`src/epwef_pkg.sv`:
```
// Package of types, constants and helpers for the echo profile wall edge finder.
package epwef_pkg;

   // Block constants.
   localparam int LAG         = 20;
   localparam int MAX_SAMPLES = 1024;
   localparam int SAMPLE_W    = 8;
   localparam int WALL_W      = 10;

   // Derived widths.
   localparam int CNT_W  = $clog2(MAX_SAMPLES + 1);
   localparam int POS_W  = $clog2(MAX_SAMPLES);
   localparam int STEP_W = $clog2(LAG + 1);
   localparam int SUM_W  = CNT_W + 1;

   typedef logic [SAMPLE_W-1:0] sample_type;
   typedef logic [POS_W-1:0]    pos_type;
   typedef logic [CNT_W-1:0]    count_type;
   typedef logic [STEP_W-1:0]   step_type;

   // One input transfer.
   typedef struct packed {
      sample_type sample;
      logic       last;
   } req_type;

   // One result transfer.
   typedef struct packed {
      logic [WALL_W-1:0] wall_index;
      logic              too_long;
   } rsp_type;

   // Outcome of the shared drop unit.
   typedef struct packed {
      logic       win;
      sample_type drop;
   } drop_result_type;

   typedef enum logic [1:0] {
      ST_STREAM,
      ST_SCAN,
      ST_DONE
   } state_type;

   // Maps an internal position onto the result field, keeping the low bits.
   function automatic logic [WALL_W-1:0] to_wall_index(input pos_type pos);
      logic [31:0] wide;
      wide = 32'(pos);
      return wide[WALL_W-1:0];
   endfunction

endpackage

```
`src/epwef_drop_unit.sv`:
```
// Shared subtract and compare unit that scores one drop against the best so far.
module epwef_drop_unit
   import epwef_pkg::*;
(
   input  sample_type      upper,
   input  sample_type      lower,
   input  sample_type      best_drop,
   output drop_result_type result
);

   logic [SAMPLE_W:0] diff;

   // The drop wins only if it is positive and strictly larger than the best.
   always_comb begin
      diff        = {1'b0, upper} - {1'b0, lower};
      result.drop = diff[SAMPLE_W-1:0];
      result.win  = !diff[SAMPLE_W] && (diff[SAMPLE_W-1:0] > best_drop);
   end

endmodule

```
`src/epwef_delay_line.sv`:
```
// Shift line holding the most recent LAG samples of the profile.
module epwef_delay_line
   import epwef_pkg::*;
(
   input  logic       clock,
   input  logic       shift_en,
   input  sample_type din,
   output sample_type oldest,
   output sample_type newest
);

   sample_type taps_ff [LAG];

   // Tap zero takes the new sample; every other tap takes its neighbour.
   always_ff @(posedge clock) begin
      if (shift_en) begin
         taps_ff[0] <= din;
         for (int i = 1; i < LAG; i++) begin
            taps_ff[i] <= taps_ff[i-1];
         end
      end
   end

   assign oldest = taps_ff[LAG-1];
   assign newest = taps_ff[0];

endmodule

```
`src/echo_profile_wall_edge_finder.sv`:
```
// Top level of the echo profile wall edge finder.
// The block takes one sample per cycle while a profile streams in, scoring each
// drop s[k] - s[k+LAG] through one shared subtract and compare unit as the later
// sample arrives. The transfer carrying the last flag starts a tail scan that
// rotates the LAG-entry delay line through the same unit, one entry per cycle,
// against the final kept sample; the scan is followed by placing the result in
// the output register, and no sample is taken during either. If the previous
// result is still held in the output register and is not taken, placing the
// new result waits until it is. The next profile may start while the previous
// result still waits in the output register.
module echo_profile_wall_edge_finder
   import epwef_pkg::*;
(
   input  logic    clock,
   input  logic    reset,
   input  logic    req_valid,
   output logic    req_ready,
   input  req_type req_data,
   output logic    rsp_valid,
   input  logic    rsp_ready,
   output rsp_type rsp_data
);

   state_type       state_ff, state_in;
   count_type       count_ff, count_in;
   sample_type      best_drop_ff, best_drop_in;
   pos_type         best_pos_ff, best_pos_in;
   logic            overflow_ff, overflow_in;
   step_type        step_ff, step_in;
   sample_type      stand_in_ff, stand_in_in;
   logic            rsp_valid_ff, rsp_valid_in;
   rsp_type         rsp_data_ff, rsp_data_in;

   logic            accept;
   logic            kept;
   logic            scan_active;
   logic            load_rsp;
   logic            score_en;
   pos_type         score_pos;
   sample_type      unit_upper, unit_lower;
   drop_result_type unit_result;
   logic            line_shift;
   sample_type      line_din, line_oldest, line_newest;
   logic [SUM_W-1:0] scan_sum;

   assign accept = req_valid && req_ready;
   assign kept   = count_ff < CNT_W'(MAX_SAMPLES);

   // Delay line: pushes kept samples, rotates during the tail scan.
   assign line_shift = (accept && kept) || scan_active;
   assign line_din   = scan_active ? line_oldest : req_data.sample;

   epwef_delay_line u_delay_line (
      .clock    (clock),
      .shift_en (line_shift),
      .din      (line_din),
      .oldest   (line_oldest),
      .newest   (line_newest)
   );

   // Operand selection for the shared drop unit.
   assign scan_sum   = SUM_W'(count_ff) + SUM_W'(step_ff);
   assign unit_upper = line_oldest;
   assign unit_lower = scan_active ? stand_in_ff : req_data.sample;

   always_comb begin
      if (scan_active) begin
         score_en  = scan_sum >= SUM_W'(2 * LAG);
         score_pos = POS_W'(scan_sum - SUM_W'(LAG));
      end else begin
         score_en  = accept && kept && (count_ff >= CNT_W'(2 * LAG));
         score_pos = POS_W'(count_ff - CNT_W'(LAG));
      end
   end

   epwef_drop_unit u_drop_unit (
      .upper     (unit_upper),
      .lower     (unit_lower),
      .best_drop (best_drop_ff),
      .result    (unit_result)
   );

   // Next state.
   always_comb begin
      state_in = state_ff;
      unique case (state_ff)
         ST_STREAM: begin
            if (accept && req_data.last) begin
               state_in = ST_SCAN;
            end
         end
         ST_SCAN: begin
            if (step_ff == STEP_W'(LAG - 1)) begin
               state_in = ST_DONE;
            end
         end
         ST_DONE: begin
            if (!rsp_valid_ff || rsp_ready) begin
               state_in = ST_STREAM;
            end
         end
         default: state_in = ST_STREAM;
      endcase
   end

   // State machine outputs.
   always_comb begin
      req_ready   = 1'b0;
      scan_active = 1'b0;
      load_rsp    = 1'b0;
      unique case (state_ff)
         ST_STREAM: req_ready   = 1'b1;
         ST_SCAN:   scan_active = 1'b1;
         ST_DONE:   load_rsp    = !rsp_valid_ff || rsp_ready;
         default:   req_ready   = 1'b0;
      endcase
   end

   // Profile state: count, best drop and its position, overflow, stand-in.
   always_comb begin
      count_in     = count_ff;
      best_drop_in = best_drop_ff;
      best_pos_in  = best_pos_ff;
      overflow_in  = overflow_ff;
      stand_in_in  = stand_in_ff;
      step_in      = step_ff;
      if (score_en && unit_result.win) begin
         best_drop_in = unit_result.drop;
         best_pos_in  = score_pos;
      end
      if (accept) begin
         if (kept) begin
            count_in = count_ff + CNT_W'(1);
         end else begin
            overflow_in = 1'b1;
         end
         if (req_data.last) begin
            stand_in_in = kept ? req_data.sample : line_newest;
            step_in     = '0;
         end
      end
      if (scan_active) begin
         step_in = step_ff + STEP_W'(1);
      end
      if (load_rsp) begin
         count_in     = '0;
         best_drop_in = '0;
         best_pos_in  = POS_W'(LAG);
         overflow_in  = 1'b0;
      end
   end

   // Output register.
   always_comb begin
      rsp_valid_in = rsp_valid_ff && !rsp_ready;
      rsp_data_in  = rsp_data_ff;
      if (load_rsp) begin
         rsp_valid_in           = 1'b1;
         rsp_data_in.wall_index = to_wall_index(best_pos_ff);
         rsp_data_in.too_long   = overflow_ff;
      end
   end

   // Control registers.
   always_ff @(posedge clock) begin
      if (reset) begin
         state_ff     <= ST_STREAM;
         count_ff     <= '0;
         best_drop_ff <= '0;
         best_pos_ff  <= POS_W'(LAG);
         overflow_ff  <= 1'b0;
         step_ff      <= '0;
         rsp_valid_ff <= 1'b0;
      end else begin
         state_ff     <= state_in;
         count_ff     <= count_in;
         best_drop_ff <= best_drop_in;
         best_pos_ff  <= best_pos_in;
         overflow_ff  <= overflow_in;
         step_ff      <= step_in;
         rsp_valid_ff <= rsp_valid_in;
      end
   end

   // Payload registers.
   always_ff @(posedge clock) begin
      stand_in_ff <= stand_in_in;
      rsp_data_ff <= rsp_data_in;
   end

   assign rsp_valid = rsp_valid_ff;
   assign rsp_data  = rsp_data_ff;

`ifndef SYNTH
   // The final sample always starts the tail scan from its first step.
   a_last_starts_scan: assert property (@(posedge clock) disable iff (reset)
      (accept && req_data.last) |=> (state_ff == ST_SCAN && step_ff == '0))
      else $error("last sample did not start the tail scan");

   // The tail scan ends after exactly LAG steps.
   a_scan_length: assert property (@(posedge clock) disable iff (reset)
      (state_ff == ST_SCAN && step_ff == STEP_W'(LAG - 1)) |=> (state_ff == ST_DONE))
      else $error("tail scan did not end after LAG steps");

   // With no positive drop recorded, the position stays at its default.
   a_default_position: assert property (@(posedge clock) disable iff (reset)
      (best_drop_ff == '0) |-> (best_pos_ff == POS_W'(LAG)))
      else $error("position moved without a positive drop");

   // The kept sample count never passes the profile limit.
   a_count_bound: assert property (@(posedge clock) disable iff (reset)
      count_ff <= CNT_W'(MAX_SAMPLES))
      else $error("sample count passed the profile limit");
`endif

endmodule

```
`config.mk`:
```
export PLATFORM = sky130hd
export DESIGN_NAME = echo_profile_wall_edge_finder
export DESIGN_NICKNAME = d
export VERILOG_FILES = /design/src/epwef_pkg.sv /design/src/epwef_drop_unit.sv /design/src/epwef_delay_line.sv /design/src/echo_profile_wall_edge_finder.sv
export SDC_FILE = /design/constraint.sdc
export NUM_CORES = 1
export LEC_CHECK = 0
export CAP_MARGIN = 0
export CORE_MARGIN = 5
export CORE_UTILIZATION = 65
export CTS_CLUSTER_SIZE = 28
export DETAILED_ROUTE_END_ITERATION = 8
export DONT_BUFFER_PORTS = 1
export GPL_TIMING_DRIVEN = 0
export PLACE_DENSITY = 0.81
export SLEW_MARGIN = 20
export SYNTH_ARGS = -nofsm -noshare
export SYNTH_HDL_FRONTEND = slang
export SYNTH_SLANG_ARGS = --single-unit
export TNS_END_PERCENT = 50
```
`constraint.sdc`:
```
create_clock -name clock -period 9.6 [get_ports clock]
set_input_delay 0.96 -clock clock [delete_from_list [all_inputs] [get_ports clock]]
set_output_delay 0.96 -clock clock [all_outputs]
set_load 0.005 [all_outputs]
```
# After elaboration in Yosys (flattened, before gate mapping)
# Memory sizes are Yosys's and may differ from the RTL's.
# Index checks and enable logic that the tools add are counted.
# W data, S select, Z words.
# word_totals
reg_bits,57
word_cells,67
output_inout_bits,13
input_bits,13
mem_count,1
ram_bits,160
# memory_table
memory,words,width,read_ports,rd_ports_with_merged_regs,write_ports,line_no,text
u_delay_line.taps_ff,20,8,20,0,20,epwef_delay_line.sv:12,sample_type taps_ff [LAG];
# classes
n_reduce_logical,21
bitwise_logic,1
addsub,6
n_lt_le_gt_ge,4
eq_ne,6
muxes,18
# ops
operator,n
$mux W8,3
$sub A10 B5 Y10 const B,2
$mux W5,3
$add A11 B5 Y12,1
$ge A12 B6 Y1 const B,1
$add A11 B1 Y11 const B,1
$ge A11 B6 Y1 const B,1
$lt A11 B11 Y1 const B,1
$mux W10,1
$sub A8 B8 Y9,1
$gt A8 B8 Y1,1
$reduce_and A2 Y1,4
$logic_and A1 B1 Y1,7
$mux W1,7
$mux W2,3
$ne A2 B2 Y1 const B,3
$pmux W2 S3,1
$add A5 B1 Y5 const B,1
$eq A5 B5 Y1 const B,1
$reduce_bool A2 Y1,2
$logic_not A1 Y1,3
$reduce_and A3 Y1,1
$eq A2 B1 Y1 const B,1
$eq A2 B2 Y1 const B,1
4 further kinds,5

# Longest topological paths before layout
# logic_depth
ltp_word,7
mapped_depth,21
mapped_depth_nobuf,17

# Modules after synthesis
# Synthesis repeated with hierarchy kept, for this count alone.
# unflattened
hier_cells,590
hier_area_um2,8464.4
# by_module_without_submodules
module,seq_area_each_um2,cells_per_inst,n_inst,area_each_um2
epwef_delay_line,4804.6,176,1,4924.7
echo_profile_wall_edge_finder,1331.3,341,1,3014.1
epwef_drop_unit,0.0,73,1,525.5

# Least setup slack after synthesis
# Ideal clock, no wire load.
# synth_timing
path_type,register -> register
startpoint,register state_ff[1]
endpoint,"memory u_delay_line.taps_ff[0][0] (netlist bit), enable pin"
required_ps,8275
n_path_buf,3
slack_ps,4307
arrival_time_ps,3968
synth_period_minus_slack_ps,5293
path_stages_with_launch,6
setup_ps,1325
cell_sequence,dfxtp_1 > nand2b_2 > buf_6 > clkbuf_1 > clkbuf_1 > nand2_1
# synth_lines
item,line_no,text
start: declaration,echo_profile_wall_edge_finder.sv:24,"state_type state_ff, state_in;"
start signal: assignment,echo_profile_wall_edge_finder.sv:175,state_ff <= state_in;
end: declaration,epwef_delay_line.sv:12,

# Final worst setup path
# layout_timing
startpoint,register state_ff[1]
endpoint,register best_drop_ff[6]
# layout_between
elab_chain_cells,7
word_cells_on_any_way,17
cone_classes,add/sub: 1; order compare: 1; eq/ne: 2; mux: 5; reduce/logical: 8
# layout_rtl
item,line_no,text
$eq A2 B1 Y1,echo_profile_wall_edge_finder.sv:111,unique case (state_ff)
$mux W1,echo_profile_wall_edge_finder.sv:111,
$mux W8,echo_profile_wall_edge_finder.sv:64,assign unit_lower = scan_active ? stand_in_ff : req_data.sample;
$sub A8 B8 Y9,epwef_drop_unit.sv:15,"diff = {1'b0, upper} - {1'b0, lower};"
net u_drop_unit.diff[5],epwef_drop_unit.sv:11,logic [SAMPLE_W:0] diff;
$gt A8 B8 Y1,epwef_drop_unit.sv:17,result.win = !diff[SAMPLE_W] && (diff[SAMPLE_W-1:0] > best_drop);
$logic_and A1 B1 Y1,epwef_drop_unit.sv:17,
$logic_and A1 B1 Y1,echo_profile_wall_edge_finder.sv:127,if (score_en && unit_result.win) begin
end signal: assignment,echo_profile_wall_edge_finder.sv:177,best_drop_ff <= best_drop_in;
end: declaration,echo_profile_wall_edge_finder.sv:26,"sample_type best_drop_ff, best_drop_in;"
# The timed path passes the listed nets, and every way through them passes these cells.
# A chain may end at the register's enable or synchronous reset.

==> reports/qor.csv <==
metric,value,unit
status,"complete, no violations",
TritonCTS clock tree,yes,
"Hold Vio Cnt, Final",0,
Tcrit/Tclk final,55.74,%
largest net degree at the start of global routing,62,
TritonCTS buffer count,22,
Max-Cap Viols,0,
# diodes,0,
final wirelength,15.82,mm
Clock Path Buffers,3,
Final Wtd Congestion,0.8883,
HP Class,reg2reg,
final max-slew violation count,0,
grt total ovfl,0,
Crit. End Element,register,
First DRT Iteration DRCs,391,
vias in the first global route,4925,
Achievable Freq,186.9,MHz
Crit Path Class,reg2reg,
Synth top area share,62.38,%
final std cells w/o fill,807,
Die Wd,125.1,um
worst-margin pin slew,0.7154,ns
hold_buf cts,0,
Post-DP Area,8900,um2
clk_skew,0.01211,ns
Ports,26,
"Reg clk slew, reported paths",0.06,ns
Initial Util,65.59,%
"Min Clock Period, post-route",5.351,ns
asr flop ratio synth,0,%
layout cell share with drive strength beyond 1,12.68,%
syn nets,629,
"count leader, synth",edfxtp_1,
first-pass GRT wire length,25.67,mm
Post-Syn Area,8617,um2
Power Total,2.157,mW
number of enable flip-flop cells after synthesis,179,
required time of the critical path,10.02,ns
CORE AREA,13140,um2
Post-CTS Setup Bufs,0,
initial antenna violation count,0,
ANT nets after route,0,
max_slew headroom,52.31,%
CP startpoint kind,register,
CP arrival,5.77,ns
Die Height,125.1,um
"FF+latch count, synth",217,
Root Buffer,clkbuf_16,
cell taking the most area after synthesis,edfxtp_1,
synth top area cells,"edfxtp_1, dfxtp_1, ha_1, xnor2_1, nand2_1",
VDD IR max,187.1,uV
worst skew pair latency,0.50,ns
"critical path fanouts, max",10,
Layout area overhead,11.88,%
Final Util,73.38,%
design area,9641,um2
Resized cells post-CTS,0,
Mapped Avg Cell Area,14.63,um2
Pwr Density,223.7,nW/um2
layout net count,655,
Unique masters post-synth,71,
H-tree depth,1,
register area share after synthesis,71.21,%
vias post-DR,4765,
Main synth FF type,edfxtp_1,
RSZ-0062 raised after global routing,false,
Total GRT Usage,20.39,%
Post-Syn Instances,589,
clock sink total,217,
Setup Viol. Count Final,0,
post-DP HPWL,9.747,mm
residual DRC count,0,
dpl cells,767,
Via density,5.905,
leakage,3.340,nW
number of port buffers,0,
Yosys warnings,0,
FP Rows,42,
DR WL/cell,19.60,um
most common library cells after synthesis,"edfxtp_1, nand2_1, nor2_1",
die area,15660,um2
Sum Neg Setup Slack,0,ns
drt first pass iters,5,
worst max-delay path, cell delays in order, from the launching register on:
cell	delay [ns]
dfxtp_1	0.51
nand2b_2	0.20
buf_6	0.16
clkbuf_1	0.46
clkbuf_1	0.58
nand2_1	0.18
nand2_1	0.14
inv_1	0.05
ha_1	0.26
nor2b_1	0.12
o21ai_0	0.20
a21oi_1	0.13
nor3_1	0.24
xnor2_1	0.25
ha_1	0.32
a21o_1	0.16
a21o_1	0.17
a211oi_1	0.36
a211o_1	0.26
buf_2	0.26
o21ai_1	0.09
a21oi_1	0.14
layout make-up:
cell class | instances | area, um2
flip-flops and latches | 217 | 6136
fillers | 838 | 3497
multi-input cells | 326 | 2280
clock buffers | 34 | 636.9
well taps | 176 | 220.2
plain buffers | 24 | 128.9
clock inverters | 6 | 101.3
inverters | 22 | 82.58
repair buffers | 2 | 55.05
layer usage:
| metal | vias up | global-route usage [%] | share of wire, % |
|---|---|---|---|
| met5 | - | 0 | 0 |
| met4 | 0 | 5.485 | 1.9 |
| li1 | 2247 | - | - |
| met1 | 2381 | 28.74 | 45 |
| met3 | 26 | 3.753 | 4.4 |
| met2 | 111 | 33.31 | 49 |
power breakdown:
part | leakage, nW | switching [mW] | internal [mW]
clock network | 0.358 | 0.343 | 0.516
registers | 2.04 | 0.0299 | 1.12
logic | 0.940 | 0.0936 | 0.0506
total | 3.34 | 0.467 | 1.69
sequential cells by signal, indices dropped and copies added (netlist names):
name,cells
rsp_valid,1
best_drop_ff,8
count_ff,11
overflow_ff,1
state_ff,2
step_ff,5
best_pos_ff,10
stand_in_ff,8
rsp_data,11
u_delay_line.taps_ff,160
cells by family after synthesis:
| family | share of synthesized area, % |
|---|---|
| multiplexers | 1.554 |
| adder cells (fa/ha/maj) | 4.095 |
| buffers and inverters | 2.454 |
| AO/OA/AOI/OAI | 8.422 |
| AND/OR/NAND/NOR | 9.627 |
| XOR/XNOR | 2.643 |
| flip-flops | 71.21 |
layout by cell type (no fill, tap or decap), drive strengths merged, types with 8 or more instances in the layout:
master	n
nor2	40
nor3	9
clkbuf	43
nand3	25
ha	25
dfxtp	38
buf	17
xnor2	19
mux2	9
nand2	43
edfxtp	179
o21ai	30
a21oi	30
inv	23
nand4	8
path summary, 6_finish.rpt:
check	start	end	slack [ns]	cells after the start
worst max-delay path	state_ff[1]$_SDFFE_PP0P_	best_drop_ff[6]$_SDFFE_PP0P_	4.25	21
worst min-delay path	u_delay_line.taps_ff[1][17]$_DFFE_PP_	u_delay_line.taps_ff[1][25]$_DFFE_PP_	0.42	0
worst min register to register	u_delay_line.taps_ff[1][17]$_DFFE_PP_	u_delay_line.taps_ff[1][25]$_DFFE_PP_	0.42	0
worst max register to register	state_ff[1]$_SDFFE_PP0P_	best_drop_ff[6]$_SDFFE_PP0P_	4.25	21
stage by stage:
step / setup slack, ns / hold WS (ns)
4_1_cts: 4.283 / 0.4172
2_1_floorplan: 4.307 / 0.4003
6_report: 4.249 / 0.4174
5_1_grt: 3.713 / 0.4258
3_5_place_dp: 4.333 / 0.4045
3_3_place_gp: 2.632 / 0.4018
No activity file was read; power rests on OpenSTA's default activity.
